### config.mk
export PLATFORM = sky130hd
export DESIGN_NAME = dithered_column_fill_core
export DESIGN_NICKNAME = d
export VERILOG_FILES = /design/src/rtl/dcf_pkg.sv /design/src/rtl/dcf_div.sv /design/src/rtl/dithered_column_fill_core.sv
export SDC_FILE = /design/constraint.sdc
export NUM_CORES = 2
export LEC_CHECK = 0
export BUFFER_PORTS_ARGS = -buffer_cell sky130_fd_sc_hd__buf_2
export CORE_UTILIZATION = 65
export CTS_CLUSTER_SIZE = 30
export DETAILED_ROUTE_END_ITERATION = 8
export PLACE_DENSITY = 0.92
export SLEW_MARGIN = 5
export SYNTH_ARGS = -nofsm -noshare
export SYNTH_HDL_FRONTEND = slang
export SYNTH_SLANG_ARGS = --single-unit
### constraint.sdc
create_clock -name clk -period 15.8 [get_ports clk]
set_input_delay 0 -clock clk [delete_from_list [all_inputs] [get_ports clk]]
set_output_delay 0 -clock clk [all_outputs]
set_load 0.05 [all_outputs]
### src/rtl/dcf_pkg.sv
// Shared types, constants and the Bayer table of the dithered column fill.
// Used by dcf_div and dithered_column_fill_core; depends on nothing.
package dcf_pkg;

    // Parameter defaults
    localparam int unsigned MAX_HEIGHT_DEF = 64;
    localparam int unsigned MAX_WIDTH_DEF  = 1024;

    // Register map: index of each register (byte address is 4 * index)
    localparam logic [2:0] REG_CELL_SIZE      = 3'd0;
    localparam logic [2:0] REG_CANVAS_WIDTH   = 3'd1;
    localparam logic [2:0] REG_CANVAS_HEIGHT  = 3'd2;
    localparam logic [2:0] REG_OFF_TIER_ALPHA = 3'd3;
    localparam logic [2:0] REG_BORDER_ALPHA   = 3'd4;

    // Register reset values
    localparam logic [3:0]  CELL_SIZE_RST      = 4'd1;
    localparam logic [10:0] CANVAS_WIDTH_RST   = 11'd240;
    localparam logic [6:0]  CANVAS_HEIGHT_RST  = 7'd64;
    localparam logic [15:0] OFF_TIER_ALPHA_RST = 16'd16384;
    localparam logic [15:0] BORDER_ALPHA_RST   = 16'd32768;

    // Alpha ramp in Q0.16: 0.30 base plus 0.70 span, half-LSB rounding
    localparam logic [15:0] K_BASE     = 16'd19661;
    localparam logic [15:0] K_SPAN     = 16'd45875;
    localparam logic [15:0] ROUND_HALF = 16'd32768;

    // Shared divider widths
    localparam int unsigned DIV_W   = 16;
    localparam int unsigned DIVS_W  = 7;
    localparam int unsigned DIVC_W  = $clog2(DIV_W);

    typedef struct packed {
        logic              start;
        logic [DIV_W-1:0]  dividend;
        logic [DIVS_W-1:0] divisor;
    } div_req_t;

    typedef struct packed {
        logic              done;
        logic [DIV_W-1:0]  quotient;
        logic [DIVS_W-1:0] remainder;
    } div_rsp_t;

    // 4x4 Bayer threshold matrix, indexed by cell row and cell column
    function automatic logic [3:0] bayer_threshold(input logic [1:0] cy, input logic [1:0] cx);
        logic [3:0] b;
        unique case ({cy, cx})
            4'h0: b = 4'd0;
            4'h1: b = 4'd8;
            4'h2: b = 4'd2;
            4'h3: b = 4'd10;
            4'h4: b = 4'd12;
            4'h5: b = 4'd4;
            4'h6: b = 4'd14;
            4'h7: b = 4'd6;
            4'h8: b = 4'd3;
            4'h9: b = 4'd11;
            4'hA: b = 4'd1;
            4'hB: b = 4'd9;
            4'hC: b = 4'd15;
            4'hD: b = 4'd7;
            4'hE: b = 4'd13;
            4'hF: b = 4'd5;
            default: b = 4'd0;
        endcase
        return b;
    endfunction

endpackage

### src/rtl/dcf_div.sv
// Radix-2 restoring divider, one quotient bit per cycle, shared by the fill sequencer.
// Depends on dcf_pkg (widths and request/response structs).
module dcf_div (
    input  logic              clk,
    input  logic              rst_n,
    input  dcf_pkg::div_req_t req,
    output dcf_pkg::div_rsp_t rsp
);

    logic                          busy_reg, busy_next;
    logic                          done_reg, done_next;
    logic [dcf_pkg::DIVC_W-1:0]    cnt_reg, cnt_next;
    logic [dcf_pkg::DIV_W-1:0]     dvd_reg, dvd_next;
    logic [dcf_pkg::DIVS_W-1:0]    rem_reg, rem_next;
    logic [dcf_pkg::DIVS_W-1:0]    dvs_reg, dvs_next;
    logic [dcf_pkg::DIVS_W:0]      rem_sh;
    logic                          q_bit;

    always_comb
    begin
        busy_next = busy_reg;
        done_next = 1'b0;
        cnt_next  = cnt_reg;
        dvd_next  = dvd_reg;
        rem_next  = rem_reg;
        dvs_next  = dvs_reg;
        rem_sh    = {rem_reg, dvd_reg[dcf_pkg::DIV_W-1]};
        q_bit     = (rem_sh >= {1'b0, dvs_reg});
        if (req.start)
        begin
            busy_next = 1'b1;
            cnt_next  = '0;
            dvd_next  = req.dividend;
            rem_next  = '0;
            dvs_next  = req.divisor;
        end
        else if (busy_reg)
        begin
            // shift in the next dividend bit, subtract when it fits
            rem_next = q_bit ? (dcf_pkg::DIVS_W)'(rem_sh - {1'b0, dvs_reg})
                             : rem_sh[dcf_pkg::DIVS_W-1:0];
            dvd_next = {dvd_reg[dcf_pkg::DIV_W-2:0], q_bit};
            cnt_next = cnt_reg + 1'b1;
            if (cnt_reg == (dcf_pkg::DIVC_W)'(dcf_pkg::DIV_W - 1))
            begin
                busy_next = 1'b0;
                done_next = 1'b1;
            end
        end
    end

    always_ff @(posedge clk or negedge rst_n)
    begin
        if (!rst_n)
        begin
            busy_reg <= 1'b0;
            done_reg <= 1'b0;
            cnt_reg  <= '0;
        end
        else
        begin
            busy_reg <= busy_next;
            done_reg <= done_next;
            cnt_reg  <= cnt_next;
        end
    end

    always_ff @(posedge clk)
    begin
        dvd_reg <= dvd_next;
        rem_reg <= rem_next;
        dvs_reg <= dvs_next;
    end

    assign rsp.done      = done_reg;
    assign rsp.quotient  = dvd_reg;
    assign rsp.remainder = rem_reg;

endmodule

### src/rtl/dithered_column_fill_core.sv
// Top level of the dithered column fill: APB register file, fill sequencer, output word register.
// Depends on dcf_pkg and dcf_div.
//
// One request paints one column with a 4x4 ordered-dither fill and returns one word per row
// in ascending row order, the final word marked by last. A request whose column lies off the
// canvas, or whose span is empty and starts below the canvas, returns nothing. in_stall stays
// high for the whole request. Setup runs three divisions on one shared restoring divider
// (column by cell size, top row by cell size, alpha span by depth); after that every row
// steps through threshold compare, alpha multiply and channel scaling, and waits while
// out_stall holds the output word. An empty span skips setup and goes straight to the
// output state with the border alpha, where its single border word is loaded once the
// output register is free.
// Registers must be written only while no request is in flight.
module dithered_column_fill_core #(
    parameter int unsigned MAX_HEIGHT = dcf_pkg::MAX_HEIGHT_DEF,
    parameter int unsigned MAX_WIDTH  = dcf_pkg::MAX_WIDTH_DEF
) (
    input  logic               clk,
    input  logic               rst_n,
    // configuration port
    input  logic               psel,
    input  logic               penable,
    input  logic               pwrite,
    input  logic [4:0]         paddr,
    input  logic [31:0]        pwdata,
    output logic [31:0]        prdata,
    output logic               pready,
    // request channel
    input  logic               in_valid,
    output logic               in_stall,
    input  logic [9:0]         column_x,
    input  logic signed [7:0]  top_row,
    input  logic signed [8:0]  floor_row,
    input  logic [15:0]        color,
    // pixel channel
    output logic               out_valid,
    input  logic               out_stall,
    output logic [5:0]         row,
    output logic [15:0]        pixel,
    output logic               last
);

    localparam logic [2:0] S_IDLE = 3'd0;
    localparam logic [2:0] S_DIVX = 3'd1;
    localparam logic [2:0] S_DIVY = 3'd2;
    localparam logic [2:0] S_DIVK = 3'd3;
    localparam logic [2:0] S_ROWA = 3'd4;
    localparam logic [2:0] S_ROWM = 3'd5;
    localparam logic [2:0] S_PIX  = 3'd6;

    // ---------------- configuration registers ----------------
    logic [3:0]  cell_size_reg;
    logic [10:0] canvas_width_reg;
    logic [6:0]  canvas_height_reg;
    logic [15:0] off_tier_alpha_reg;
    logic [15:0] border_alpha_reg;
    logic        cfg_write;

    assign pready    = 1'b1;
    assign cfg_write = psel && penable && pwrite && pready;

    always_ff @(posedge clk or negedge rst_n)
    begin
        if (!rst_n)
        begin
            cell_size_reg      <= dcf_pkg::CELL_SIZE_RST;
            canvas_width_reg   <= dcf_pkg::CANVAS_WIDTH_RST;
            canvas_height_reg  <= dcf_pkg::CANVAS_HEIGHT_RST;
            off_tier_alpha_reg <= dcf_pkg::OFF_TIER_ALPHA_RST;
            border_alpha_reg   <= dcf_pkg::BORDER_ALPHA_RST;
        end
        else if (cfg_write)
        begin
            unique case (paddr[4:2])
                dcf_pkg::REG_CELL_SIZE:      cell_size_reg      <= pwdata[3:0];
                dcf_pkg::REG_CANVAS_WIDTH:   canvas_width_reg   <= pwdata[10:0];
                dcf_pkg::REG_CANVAS_HEIGHT:  canvas_height_reg  <= pwdata[6:0];
                dcf_pkg::REG_OFF_TIER_ALPHA: off_tier_alpha_reg <= pwdata[15:0];
                dcf_pkg::REG_BORDER_ALPHA:   border_alpha_reg   <= pwdata[15:0];
                default: ;
            endcase
        end
    end

    always_comb
    begin
        unique case (paddr[4:2])
            dcf_pkg::REG_CELL_SIZE:      prdata = {28'b0, cell_size_reg};
            dcf_pkg::REG_CANVAS_WIDTH:   prdata = {21'b0, canvas_width_reg};
            dcf_pkg::REG_CANVAS_HEIGHT:  prdata = {25'b0, canvas_height_reg};
            dcf_pkg::REG_OFF_TIER_ALPHA: prdata = {16'b0, off_tier_alpha_reg};
            dcf_pkg::REG_BORDER_ALPHA:   prdata = {16'b0, border_alpha_reg};
            default:                     prdata = '0;
        endcase
    end

    // ---------------- request decode ----------------
    logic [3:0]        cs_eff;
    logic [10:0]       w_eff;
    logic [6:0]        h_eff;
    logic [6:0]        top_c;
    logic signed [8:0] floor_c;
    logic [9:0]        depth_s;
    logic              depth_pos;
    logic              x_off;
    logic              top_in;
    logic [6:0]        floor_m1;

    assign cs_eff = (cell_size_reg == 4'd0) ? 4'd1 : cell_size_reg;
    assign w_eff  = (32'(canvas_width_reg) > MAX_WIDTH) ? 11'(MAX_WIDTH) : canvas_width_reg;
    assign h_eff  = (32'(canvas_height_reg) > MAX_HEIGHT) ? 7'(MAX_HEIGHT) : canvas_height_reg;
    assign top_c  = top_row[7] ? 7'd0 : top_row[6:0];
    assign floor_c = (floor_row > $signed({2'b00, h_eff})) ? $signed({2'b00, h_eff}) : floor_row;
    assign depth_s   = {floor_c[8], floor_c} - {3'b000, top_c};
    assign depth_pos = !depth_s[9] && (depth_s != 10'd0);
    assign x_off     = ({1'b0, column_x} >= w_eff);
    assign top_in    = (top_c < h_eff);
    assign floor_m1  = floor_c[6:0] - 7'd1;

    // ---------------- sequencer ----------------
    logic [2:0]  state_reg, state_next;
    logic [5:0]  y_reg, y_next;
    logic [5:0]  end_reg, end_next;
    logic [5:0]  d_reg, d_next;
    logic [6:0]  depth_reg, depth_next;
    logic [5:0]  top_reg, top_next;
    logic [15:0] color_reg, color_next;
    logic [1:0]  xcell_reg, xcell_next;
    logic [1:0]  ycell_reg, ycell_next;
    logic [3:0]  yrem_reg, yrem_next;
    logic [15:0] q0_reg, q0_next;
    logic [6:0]  r0_reg, r0_next;
    logic [15:0] q_reg, q_next;
    logic [6:0]  r_reg, r_next;
    logic [15:0] k_reg, k_next;
    logic        lit_reg, lit_next;
    logic [15:0] alpha_reg, alpha_next;

    logic        out_valid_reg, out_valid_next;
    logic [5:0]  row_reg, row_next;
    logic [15:0] pixel_reg, pixel_next;
    logic        last_reg, last_next;

    dcf_pkg::div_req_t div_req;
    dcf_pkg::div_rsp_t div_rsp;

    dcf_div u_div (
        .clk   (clk),
        .rst_n (rst_n),
        .req   (div_req),
        .rsp   (div_rsp)
    );

    logic        accept;
    logic        out_free;
    logic        out_load;
    logic [3:0]  bayer_b;
    logic [11:0] thr_rhs;
    logic [11:0] thr_lhs;
    logic [31:0] unlit_prod;
    logic [16:0] feather_sum;
    logic [7:0]  r_sum;
    logic        r_wrap;
    logic [20:0] red_prod;
    logic [21:0] grn_prod;
    logic [20:0] blu_prod;
    logic [21:0] red_rnd;
    logic [22:0] grn_rnd;
    logic [21:0] blu_rnd;
    logic        row_last;

    assign accept   = in_valid && (state_reg == S_IDLE);
    assign in_stall = (state_reg != S_IDLE);
    assign out_free = !out_valid_reg || !out_stall;
    assign row_last = (y_reg == end_reg);

    assign bayer_b     = dcf_pkg::bayer_threshold(ycell_reg, xcell_reg);
    assign thr_lhs     = {1'b0, d_reg, 5'b00000};
    assign thr_rhs     = 12'({bayer_b, 1'b1}) * 12'(depth_reg);
    assign unlit_prod  = (k_reg * off_tier_alpha_reg) + {16'b0, dcf_pkg::ROUND_HALF};
    assign feather_sum = {1'b0, border_alpha_reg} + 17'd1;

    // incremental quotient of (K_SPAN * d + depth / 2) / depth
    assign r_sum  = {1'b0, r_reg} + {1'b0, r0_reg};
    assign r_wrap = (r_sum >= {1'b0, depth_reg});

    assign red_prod = color_reg[15:11] * alpha_reg;
    assign grn_prod = color_reg[10:5] * alpha_reg;
    assign blu_prod = color_reg[4:0] * alpha_reg;
    assign red_rnd  = {1'b0, red_prod} + {6'b0, dcf_pkg::ROUND_HALF};
    assign grn_rnd  = {1'b0, grn_prod} + {7'b0, dcf_pkg::ROUND_HALF};
    assign blu_rnd  = {1'b0, blu_prod} + {6'b0, dcf_pkg::ROUND_HALF};

    always_comb
    begin
        state_next = state_reg;
        y_next     = y_reg;
        end_next   = end_reg;
        d_next     = d_reg;
        depth_next = depth_reg;
        top_next   = top_reg;
        color_next = color_reg;
        xcell_next = xcell_reg;
        ycell_next = ycell_reg;
        yrem_next  = yrem_reg;
        q0_next    = q0_reg;
        r0_next    = r0_reg;
        q_next     = q_reg;
        r_next     = r_reg;
        k_next     = k_reg;
        lit_next   = lit_reg;
        alpha_next = alpha_reg;
        out_load   = 1'b0;

        div_req.start    = 1'b0;
        div_req.dividend = {6'b0, column_x};
        div_req.divisor  = {3'b000, cs_eff};

        unique case (state_reg)
            S_IDLE:
            begin
                if (accept)
                begin
                    color_next = color;
                    if (x_off)
                    begin
                        state_next = S_IDLE;
                    end
                    else if (depth_pos)
                    begin
                        top_next      = top_c[5:0];
                        y_next        = top_c[5:0];
                        end_next      = floor_m1[5:0];
                        depth_next    = depth_s[6:0];
                        d_next        = '0;
                        div_req.start = 1'b1;
                        state_next    = S_DIVX;
                    end
                    else if (top_in)
                    begin
                        // empty span: border word only
                        y_next     = top_c[5:0];
                        end_next   = top_c[5:0];
                        alpha_next = border_alpha_reg;
                        state_next = S_PIX;
                    end
                end
            end
            S_DIVX:
            begin
                div_req.dividend = {10'b0, top_reg};
                if (div_rsp.done)
                begin
                    xcell_next    = div_rsp.quotient[1:0];
                    div_req.start = 1'b1;
                    state_next    = S_DIVY;
                end
            end
            S_DIVY:
            begin
                div_req.dividend = dcf_pkg::K_SPAN;
                div_req.divisor  = depth_reg;
                if (div_rsp.done)
                begin
                    ycell_next    = div_rsp.quotient[1:0];
                    yrem_next     = div_rsp.remainder[3:0];
                    div_req.start = 1'b1;
                    state_next    = S_DIVK;
                end
            end
            S_DIVK:
            begin
                div_req.dividend = dcf_pkg::K_SPAN;
                div_req.divisor  = depth_reg;
                if (div_rsp.done)
                begin
                    q0_next    = div_rsp.quotient;
                    r0_next    = div_rsp.remainder;
                    q_next     = '0;
                    r_next     = {1'b0, depth_reg[6:1]};
                    state_next = S_ROWA;
                end
            end
            S_ROWA:
            begin
                k_next     = dcf_pkg::K_BASE + q_reg;
                lit_next   = (thr_lhs > thr_rhs);
                state_next = S_ROWM;
            end
            S_ROWM:
            begin
                priority if (d_reg == 6'd0)
                    alpha_next = border_alpha_reg;
                else if (d_reg == 6'd1)
                    alpha_next = feather_sum[16:1];
                else if (lit_reg)
                    alpha_next = k_reg;
                else
                    alpha_next = unlit_prod[31:16];
                state_next = S_PIX;
            end
            S_PIX:
            begin
                if (out_free)
                begin
                    out_load = 1'b1;
                    if (row_last)
                    begin
                        state_next = S_IDLE;
                    end
                    else
                    begin
                        // advance one row: y, d, Bayer cell row and the ramp quotient
                        y_next = y_reg + 6'd1;
                        d_next = d_reg + 6'd1;
                        if (yrem_reg + 4'd1 == cs_eff)
                        begin
                            yrem_next  = '0;
                            ycell_next = ycell_reg + 2'd1;
                        end
                        else
                        begin
                            yrem_next = yrem_reg + 4'd1;
                        end
                        r_next     = r_wrap ? 7'(r_sum - {1'b0, depth_reg}) : r_sum[6:0];
                        q_next     = q_reg + q0_reg + {15'b0, r_wrap};
                        state_next = S_ROWA;
                    end
                end
            end
            default:
            begin
                state_next = S_IDLE;
            end
        endcase
    end

    // output word register
    always_comb
    begin
        out_valid_next = out_valid_reg;
        row_next       = row_reg;
        pixel_next     = pixel_reg;
        last_next      = last_reg;
        if (out_load)
        begin
            out_valid_next = 1'b1;
            row_next       = y_reg;
            pixel_next     = {red_rnd[20:16], grn_rnd[21:16], blu_rnd[20:16]};
            last_next      = row_last;
        end
        else if (!out_stall)
        begin
            out_valid_next = 1'b0;
        end
    end

    always_ff @(posedge clk or negedge rst_n)
    begin
        if (!rst_n)
        begin
            state_reg     <= S_IDLE;
            out_valid_reg <= 1'b0;
        end
        else
        begin
            state_reg     <= state_next;
            out_valid_reg <= out_valid_next;
        end
    end

    always_ff @(posedge clk)
    begin
        y_reg     <= y_next;
        end_reg   <= end_next;
        d_reg     <= d_next;
        depth_reg <= depth_next;
        top_reg   <= top_next;
        color_reg <= color_next;
        xcell_reg <= xcell_next;
        ycell_reg <= ycell_next;
        yrem_reg  <= yrem_next;
        q0_reg    <= q0_next;
        r0_reg    <= r0_next;
        q_reg     <= q_next;
        r_reg     <= r_next;
        k_reg     <= k_next;
        lit_reg   <= lit_next;
        alpha_reg <= alpha_next;
        row_reg   <= row_next;
        pixel_reg <= pixel_next;
        last_reg  <= last_next;
    end

    assign out_valid = out_valid_reg;
    assign row       = row_reg;
    assign pixel     = pixel_reg;
    assign last      = last_reg;

    // ---------------- assertions ----------------
    a_div_done_in_setup: assert property (@(posedge clk) disable iff (!rst_n)
        div_rsp.done |-> (state_reg == S_DIVX || state_reg == S_DIVY || state_reg == S_DIVK))
        else $error("divider finished outside the setup states");

    a_ramp_rem_bounded: assert property (@(posedge clk) disable iff (!rst_n)
        (state_reg == S_ROWA) |-> (r_reg < depth_reg))
        else $error("ramp remainder not below depth");

    a_ramp_quot_bounded: assert property (@(posedge clk) disable iff (!rst_n)
        (state_reg == S_ROWA) |-> (q_reg < dcf_pkg::K_SPAN))
        else $error("ramp quotient would overflow alpha");

    a_last_ends_request: assert property (@(posedge clk) disable iff (!rst_n)
        (out_load && row_last) |=> (state_reg == S_IDLE))
        else $error("request continued after its last word");

endmodule

Word level (Yosys, flattened, before mapping)
Memories as Yosys holds them, arrays and structs flattened.
Cells that the tools add are included.
Cells by class
  add/sub/neg operators: 18
  multipliers: 5
  div/mod/pow operators: 0
  magnitude comparators: 8
  equality and inequality tests: 28
  shift-type cells: 0
  multiplexer cells: 79
  bitwise operators: 1
  reduce and logical (&&, ||, !) cells: 39
Operators with widths (number)
  $mux 16: 12
  $pmux 16 s2: 3
  $pmux 16 s5: 1
  $mux 6: 12
  $mux 7: 7
  $add 21x16->21 const B: 2
  $mul 5x16->21: 2
  $add 32x16->32 const B: 1
  $mul 16x16->32: 1
  $mux 4: 8
  $mux 3: 9
  $pmux 6 s2: 2
  $add 22x16->22 const B: 1
  $mul 6x16->22: 1
  $pmux 3 s7: 1
  $reduce_and 6->1: 3
  $add 16x1->17 const B: 1
  $add 15x16->16 const A: 1
  $add 16x1->16: 1
  $add 16x16->16: 1
  $ge 8x7->1: 2
  $ne 2x2->1 const B: 8
  $reduce_and 2->1: 8
  $reduce_and 4->1: 4
  44 further kinds: 86
Word-level totals
  register bits after elaboration: 251
  latch bits: 0
  memory bits (writable): 0
  bits in read-only memories: 64
  input bits: 87
  output and inout port bits: 58
  logic and storage cells: 212
  memories kept: 1
Memories
  (name not given): depth 16, width 4, rd ports 1, clocked after memory_dff 0, wr ports 0, line dcf_pkg.sv:48  | unique case ({cy, cx})

Longest topological paths before layout
  depth in word-level cells: 12
  gate-level depth with buffers: 29
  gate-level depth less buffers: 26

By module
Synthesis repeated with hierarchy kept, for this count alone.
Second synthesis, totals
  cell total of the unflattened synthesis: 3133
  area, all modules: 30295.3 um^2
Modules (own cells, without submodules)
  dithered_column_fill_core: instances 1, cells each 2965, area an instance 28317.2 um^2, seq. area each 6175.9 um^2
  dcf_div: instances 1, cells each 168, area an instance 1978.1 um^2, seq. area each 980.9 um^2

Worst setup path before layout
Ideal clock, no wire load.
  path type: flip-flop to flip-flop
  start point: reg off_tier_alpha_reg[7]
  end point: reg alpha_reg[10] (data pin)
  setup time: 0.274 ns
  arrival: 6.207 ns
  required time: 15.526 ns
  slack: 9.318 ns
  stages on the path, launching flop included: 24
  path buffers: 2
  period minus slack after synthesis: 6.482 ns
  cells stage by stage: dfrtp_1 clkbuf_1 clkbuf_1 nand2_1 fa_1 inv_1 fa_1 inv_1 fa_1 inv_1 fa_1 fa_1 inv_1 fa_1 inv_1 ha_1 a21oi_1 o21ai_0 or4_1 o211ai_1 a21boi_0 o21ai_0 mux2i_1 a31oi_1
Between the ends
  longest elaborated chain between the ends: 6
RTL lines
  start: declaration: line dithered_column_fill_core.sv:55  | logic [15:0] off_tier_alpha_reg;
  start signal: assignment: line dithered_column_fill_core.sv:69  | off_tier_alpha_reg <= dcf_pkg::OFF_TIER_ALPHA_RST;
  start signal: assignment: line dithered_column_fill_core.sv:78  | dcf_pkg::REG_OFF_TIER_ALPHA: off_tier_alpha_reg <= pwdata[15:0];
  $mul 16x16->32: line dithered_column_fill_core.sv:180  | assign unlit_prod = (k_reg * off_tier_alpha_reg) + {16'b0, dcf_pkg::ROUND_HALF};
  $add 32x16->32: line dithered_column_fill_core.sv:180
  $mux 16: line dithered_column_fill_core.sv:296  | else if (lit_reg)
  $mux 16: line dithered_column_fill_core.sv:294  | else if (d_reg == 6'd1)
  $mux 16: line dithered_column_fill_core.sv:292  | priority if (d_reg == 6'd0)
  $pmux 16 s2: line dithered_column_fill_core.sv:219  | unique case (state_reg)
  via alpha_next[10]: line dithered_column_fill_core.sv:137  | logic [15:0] alpha_reg, alpha_next;
  end signal: assignment: line dithered_column_fill_core.sv:389  | alpha_reg <= alpha_next;
  end: declaration: line dithered_column_fill_core.sv:137
The timed path passes the listed nets, and every way through them passes these cells.
A chain may end at the register's enable or synchronous reset.

Worst setup path after layout
  start point: reg canvas_height_reg[6]
  end point: reg u_div.dvd_reg[14] (netlist name), enable pin
Between the ends
  longest elaborated chain between the ends: 12
  elaborated cells on any way between the ends: 13
  classes of those cells: add/sub: 1; order compare: 2; mux: 6; reduce/logical: 4
RTL lines
  start: declaration: line dithered_column_fill_core.sv:54  | logic [6:0] canvas_height_reg;
  start signal: assignment: line dithered_column_fill_core.sv:68  | canvas_height_reg <= dcf_pkg::CANVAS_HEIGHT_RST;
  start signal: assignment: line dithered_column_fill_core.sv:77  | dcf_pkg::REG_CANVAS_HEIGHT: canvas_height_reg <= pwdata[6:0];
  $gt 7x7->1: line dithered_column_fill_core.sv:111  | assign h_eff = (32'(canvas_height_reg) > MAX_HEIGHT) ? 7'(MAX_HEIGHT) : canvas_height_reg;
  $mux 7 (*): line dithered_column_fill_core.sv:111
  $gt 9x8->1: line dithered_column_fill_core.sv:113  | assign floor_c = (floor_row > $signed({2'b00, h_eff})) ? $signed({2'b00, h_eff}) : floor_row;
  $mux 9 (*): line dithered_column_fill_core.sv:113
  $sub 9x8->10 (*): line dithered_column_fill_core.sv:114  | assign depth_s = {floor_c[8], floor_c} - {3'b000, top_c};
  via depth_s[4]: line dithered_column_fill_core.sv:103  | logic [9:0] depth_s;
  $reduce_bool 10->1 (*): line dithered_column_fill_core.sv:115  | assign depth_pos = !depth_s[9] && (depth_s != 10'd0);
  $logic_and 1x1->1 (*): line dithered_column_fill_core.sv:115
  $mux 1 (*): line dithered_column_fill_core.sv:229  | else if (depth_pos)
  $mux 1 (*): line dithered_column_fill_core.sv:225  | if (x_off)
  $mux 1 (*): line dithered_column_fill_core.sv:222  | if (accept)
  $pmux 1 s2 (*): line dithered_column_fill_core.sv:219
  $reduce_bool 2->1 (no source line) (*)
  end signal: assignment: line dcf_div.sv:70  | dvd_reg <= dvd_next;
  end: declaration: line dcf_div.sv:13  | logic [dcf_pkg::DIV_W-1:0] dvd_reg, dvd_next;
Mark *: on every way through the listed nets, which the timed path passes. The rest lies on a longest branch.

==> impl_metrics.env <==
export IMPL_hold_viol=0
export IMPL_tns_ns=0
export IMPL_core_mm2=0.0453
export IMPL_ys_flop_type="edfxtp_1"
export IMPL_max_freq_mhz=125
export IMPL_rr_worst_depth=26
export IMPL_cp_required_ns=15.97
export IMPL_seqPwrFrac_pct=18.8
export IMPL_design_area_mm2=0.0323
export IMPL_start_util_pct=65.7
export IMPL_syn2layout_area_growth_pct=8.63
export IMPL_numPortBuffers=109
export IMPL_clock_sinks=251
export IMPL_crit_arrival_ns=8.18
export IMPL_p_switching_uw=2030
export IMPL_crit_path_end_kind="register"
export IMPL_final_antenna_net_count=0
export IMPL_dieArea_mm2=0.0467
export IMPL_clockPowerShare_pct=17.4
export IMPL_gp_congestion=0.900
export IMPL_r2r_end="u_div.dvd_reg[14]"
export IMPL_ys_types=79
export IMPL_p_leak_uw=0.0155
export IMPL_yosysWarnings=0
export IMPL_ys_seq_elements=251
export IMPL_startpoint_type="register"
export IMPL_grt_pass1_vias=24321
export IMPL_min_delay_start="top_row[0]"
export IMPL_post_dp_hpwl_um=52400
export IMPL_final_util_pct=71.4
export IMPL_swShare_pct=46.1
export IMPL_period_share_pct=50.7
export IMPL_fin_skew_ns=0.0537
export IMPL_die_width_um=216
export IMPL_critPathMaxFanout=37
export IMPL_post_drt_via_cell_ratio=6.12
export IMPL_cellInternalPower_uw=2380
export IMPL_hold_path_endpoint="y_reg[0]"
export IMPL_cts_made_buffers=30
export IMPL_synth_async_reset_ratio_pct=25.5
export IMPL_grt_max_degree=65
export IMPL_drv_slew=0
export IMPL_preCtsSetupSlack_ns=8.19
export IMPL_vdd_drop_max_uv=291
export IMPL_fin_crit_ns=8.01
export IMPL_num_vias=23302
export IMPL_synth_edf_count=180
export IMPL_rsz0062_at_grt="no"
export IMPL_postCtsSetupBuffers=0
export IMPL_whs_path_depth=4
export IMPL_worstSkewPairLatency_ns=0.62
export IMPL_regToRegSetupSlack_ns=7.79
export IMPL_syn_cell_area_mm2=0.0298
export IMPL_final_layout_size_suffix_gt1_share_pct=8.18
export IMPL_final_nets=3953
export IMPL_worstHoldPathType="input pin to register"
export IMPL_grt_antenna_before_repair=1
export IMPL_status="finished, final reports clean"
export IMPL_r2r_start="canvas_height_reg[6]"
export IMPL_cts_root_buf="clkbuf_16"
export IMPL_cts_tree="built"
export IMPL_drt_iter0_drc=2062
export IMPL_layout_setup_ws_ns=7.79
export IMPL_path_clk_slew_ns=0.08
export IMPL_h_tree_depth=1
export IMPL_grt_pass1_wl_um=122000
export IMPL_tightest_slew_ns=1.40
export IMPL_syn_inst=3088
export IMPL_crit_type="register to register"
export IMPL_wl_um=74600
export IMPL_grt_use_total_pct=32.7
export IMPL_drv_cap=0
export IMPL_max_slew_margin_pct=5.35
export IMPL_syn_area_per_cell_um2=9.64
export IMPL_total_power_uw=4410
export IMPL_firstDrtPassIters=8
export IMPL_cts_buffer_depth=3
export IMPL_io_pins=145
export IMPL_drc=0
export IMPL_grt_ovfl_total=0
export IMPL_placement_rows=78
export IMPL_yosysSeqAreaShare_pct=24.0
export IMPL_pwr_share_comb_pct=63.8
export IMPL_die_h_um=216
export IMPL_routedWlPerCell_um=19.6
export IMPL_powerDensity_mw_per_mm2=136
export IMPL_post_dp_cell_area_mm2=0.0307
export IMPL_setup_viol=0
[timing repair]
item                       4_1_cts  5_1_grt
gates resized for setup          0        0
hold endpoints to repair       156        0
setup endpoints to repair        0        0
hold buffers                    58        0
[how the worst max path moves through the flow]
stage | from | endpoint | slack, ns
6_report | canvas_height_reg[6] | u_div.dvd_reg[14] | 7.79
5_1_grt | canvas_height_reg[6] | u_div.dvd_reg[14] | 7.59
3_3_place_gp | k_reg[8] | alpha_reg[11] | 8.22
2_1_floorplan | off_tier_alpha_reg[7] | alpha_reg[10] | 9.32
3_5_place_dp | k_reg[8] | alpha_reg[11] | 8.19
4_1_cts | k_reg[8] | alpha_reg[11] | 8.11
[worst max-delay path: stages, from the launching register on]
cell       delay [ns]
dfstp_2          0.59
clkinv_1         0.24
nand2_1          0.22
ha_1             0.26
nor2b_1          0.14
o21a_1           0.17
o21ai_0          0.15
nand2b_1         0.08
a21oi_1          0.15
nor2b_1          0.05
o21ai_0          0.18
nand2_1          0.11
ha_1             0.34
o41ai_2          0.25
mux2i_1          0.72
ha_1             0.31
inv_1            0.06
fa_1             0.42
a21o_1           0.20
a21o_1           0.19
xor2_1           0.17
or4_4            0.50
a2111oi_2        0.40
or3_1            0.61
o22ai_4          0.14
buf_4            0.30
nand2b_1         0.58
[synth_stat cells (all sizes together), types with 9 or more instances]
cell type | number | area, µm²
a211oi | 13 | 97.6
a21o | 32 | 240
a21oi | 87 | 435
a22oi | 17 | 128
a31oi | 10 | 62.6
and2 | 225 | 1410
and3 | 14 | 87.6
buf | 28 | 190
clkbuf | 107 | 402
dfrtp | 56 | 1400
edfxtp | 180 | 5410
fa | 354 | 7090
ha | 332 | 4150
inv | 494 | 1850
mux2 | 65 | 743
mux2i | 29 | 290
nand2 | 431 | 1620
nand2b | 27 | 169
nand3 | 39 | 195
nand4 | 20 | 125
nor2 | 110 | 413
nor2b | 24 | 150
nor3 | 27 | 135
o211ai | 10 | 75.1
o21a | 19 | 143
o21ai | 85 | 425
o21bai | 12 | 90.1
o22ai | 19 | 133
or3 | 9 | 56.3
xnor2 | 63 | 552
xor2 | 44 | 385
[kinds of logic (layout without fill, tap and decap cells)]
group	Yosys count	after routing	synth area share (%)
AO/OA/AOI/OAI	373	373	8.21
XOR/XNOR	107	107	3.15
adder cells (fa/ha/maj)	686	686	37.8
buffers and inverters	630	731	8.23
flip-flops	251	251	24.0
multiplexers	94	94	3.47
other	2	18	0.0252
AND/OR/NAND/NOR	945	945	15.1
[metrics by stage]
step | hold WS [ns] | instances
2_1_floorplan | -0.296 | 3103
3_3_place_gp | 0.178 | 3690
3_5_place_dp | 0.178 | 3690
4_1_cts | 0.00634 | 3804
5_1_grt | 0.0197 | 3805
6_report | 0.0269 | 3805
[area by class of cell]
class                           count  area, µm²
Multi-Input combinational cell   2222      20200
Fill cell                        2932      12900
Sequential cell                   251       7160
Inverter                          495       1860
Timing Repair Buffer              180       1220
Clock buffer                       39        857
Tap cell                          600        751
Clock inverter                     17        249
Antenna cell                        1       2.50
[layout by cell type, fill, tap and decap left out, types with 58 or more instances in the layout]
| cell type | synthesis | final |
|---|---|---|
| mux2_2 | 62 | 62 |
| ha_1 | 332 | 332 |
| inv_1 | 494 | 494 |
| o21ai_0 | 83 | 83 |
| edfxtp_1 | 180 | 180 |
| nand2_1 | 431 | 431 |
| buf_2 | 2 | 109 |
| xnor2_1 | 63 | 63 |
| fa_1 | 354 | 354 |
| a21oi_1 | 87 | 86 |
| dlygate4sd3_1 | 0 | 58 |
| and2_1 | 225 | 225 |
| nor2_1 | 110 | 110 |
[metal layers]
metal | global-route usage [%] | vias to the layer above | routed length, µm | share of wire, %
li1 | - | 10188 | - | -
met1 | 40.1 | 11368 | 26900 | 36
met2 | 55.0 | 1372 | 36300 | 49
met3 | 5.16 | 374 | 6920 | 9.3
met4 | 18.4 | 0 | 4620 | 6.2
met5 | 0 | - | 0 | 0
[power by group through the flow]
| stage | registers (µW) | clock network [µW] | logic, µW |
|---|---|---|---|
| CTS | 819 | 767 | 2770 |
| floorplan | 772 | 0 | 2110 |
| detailed placement | 832 | 0 | 2680 |
| global route | 828 | 796 | 3140 |
| finish | 827 | 769 | 2810 |
| global placement | 828 | 0 | 2570 |
(Power assumes the default switching activity.)
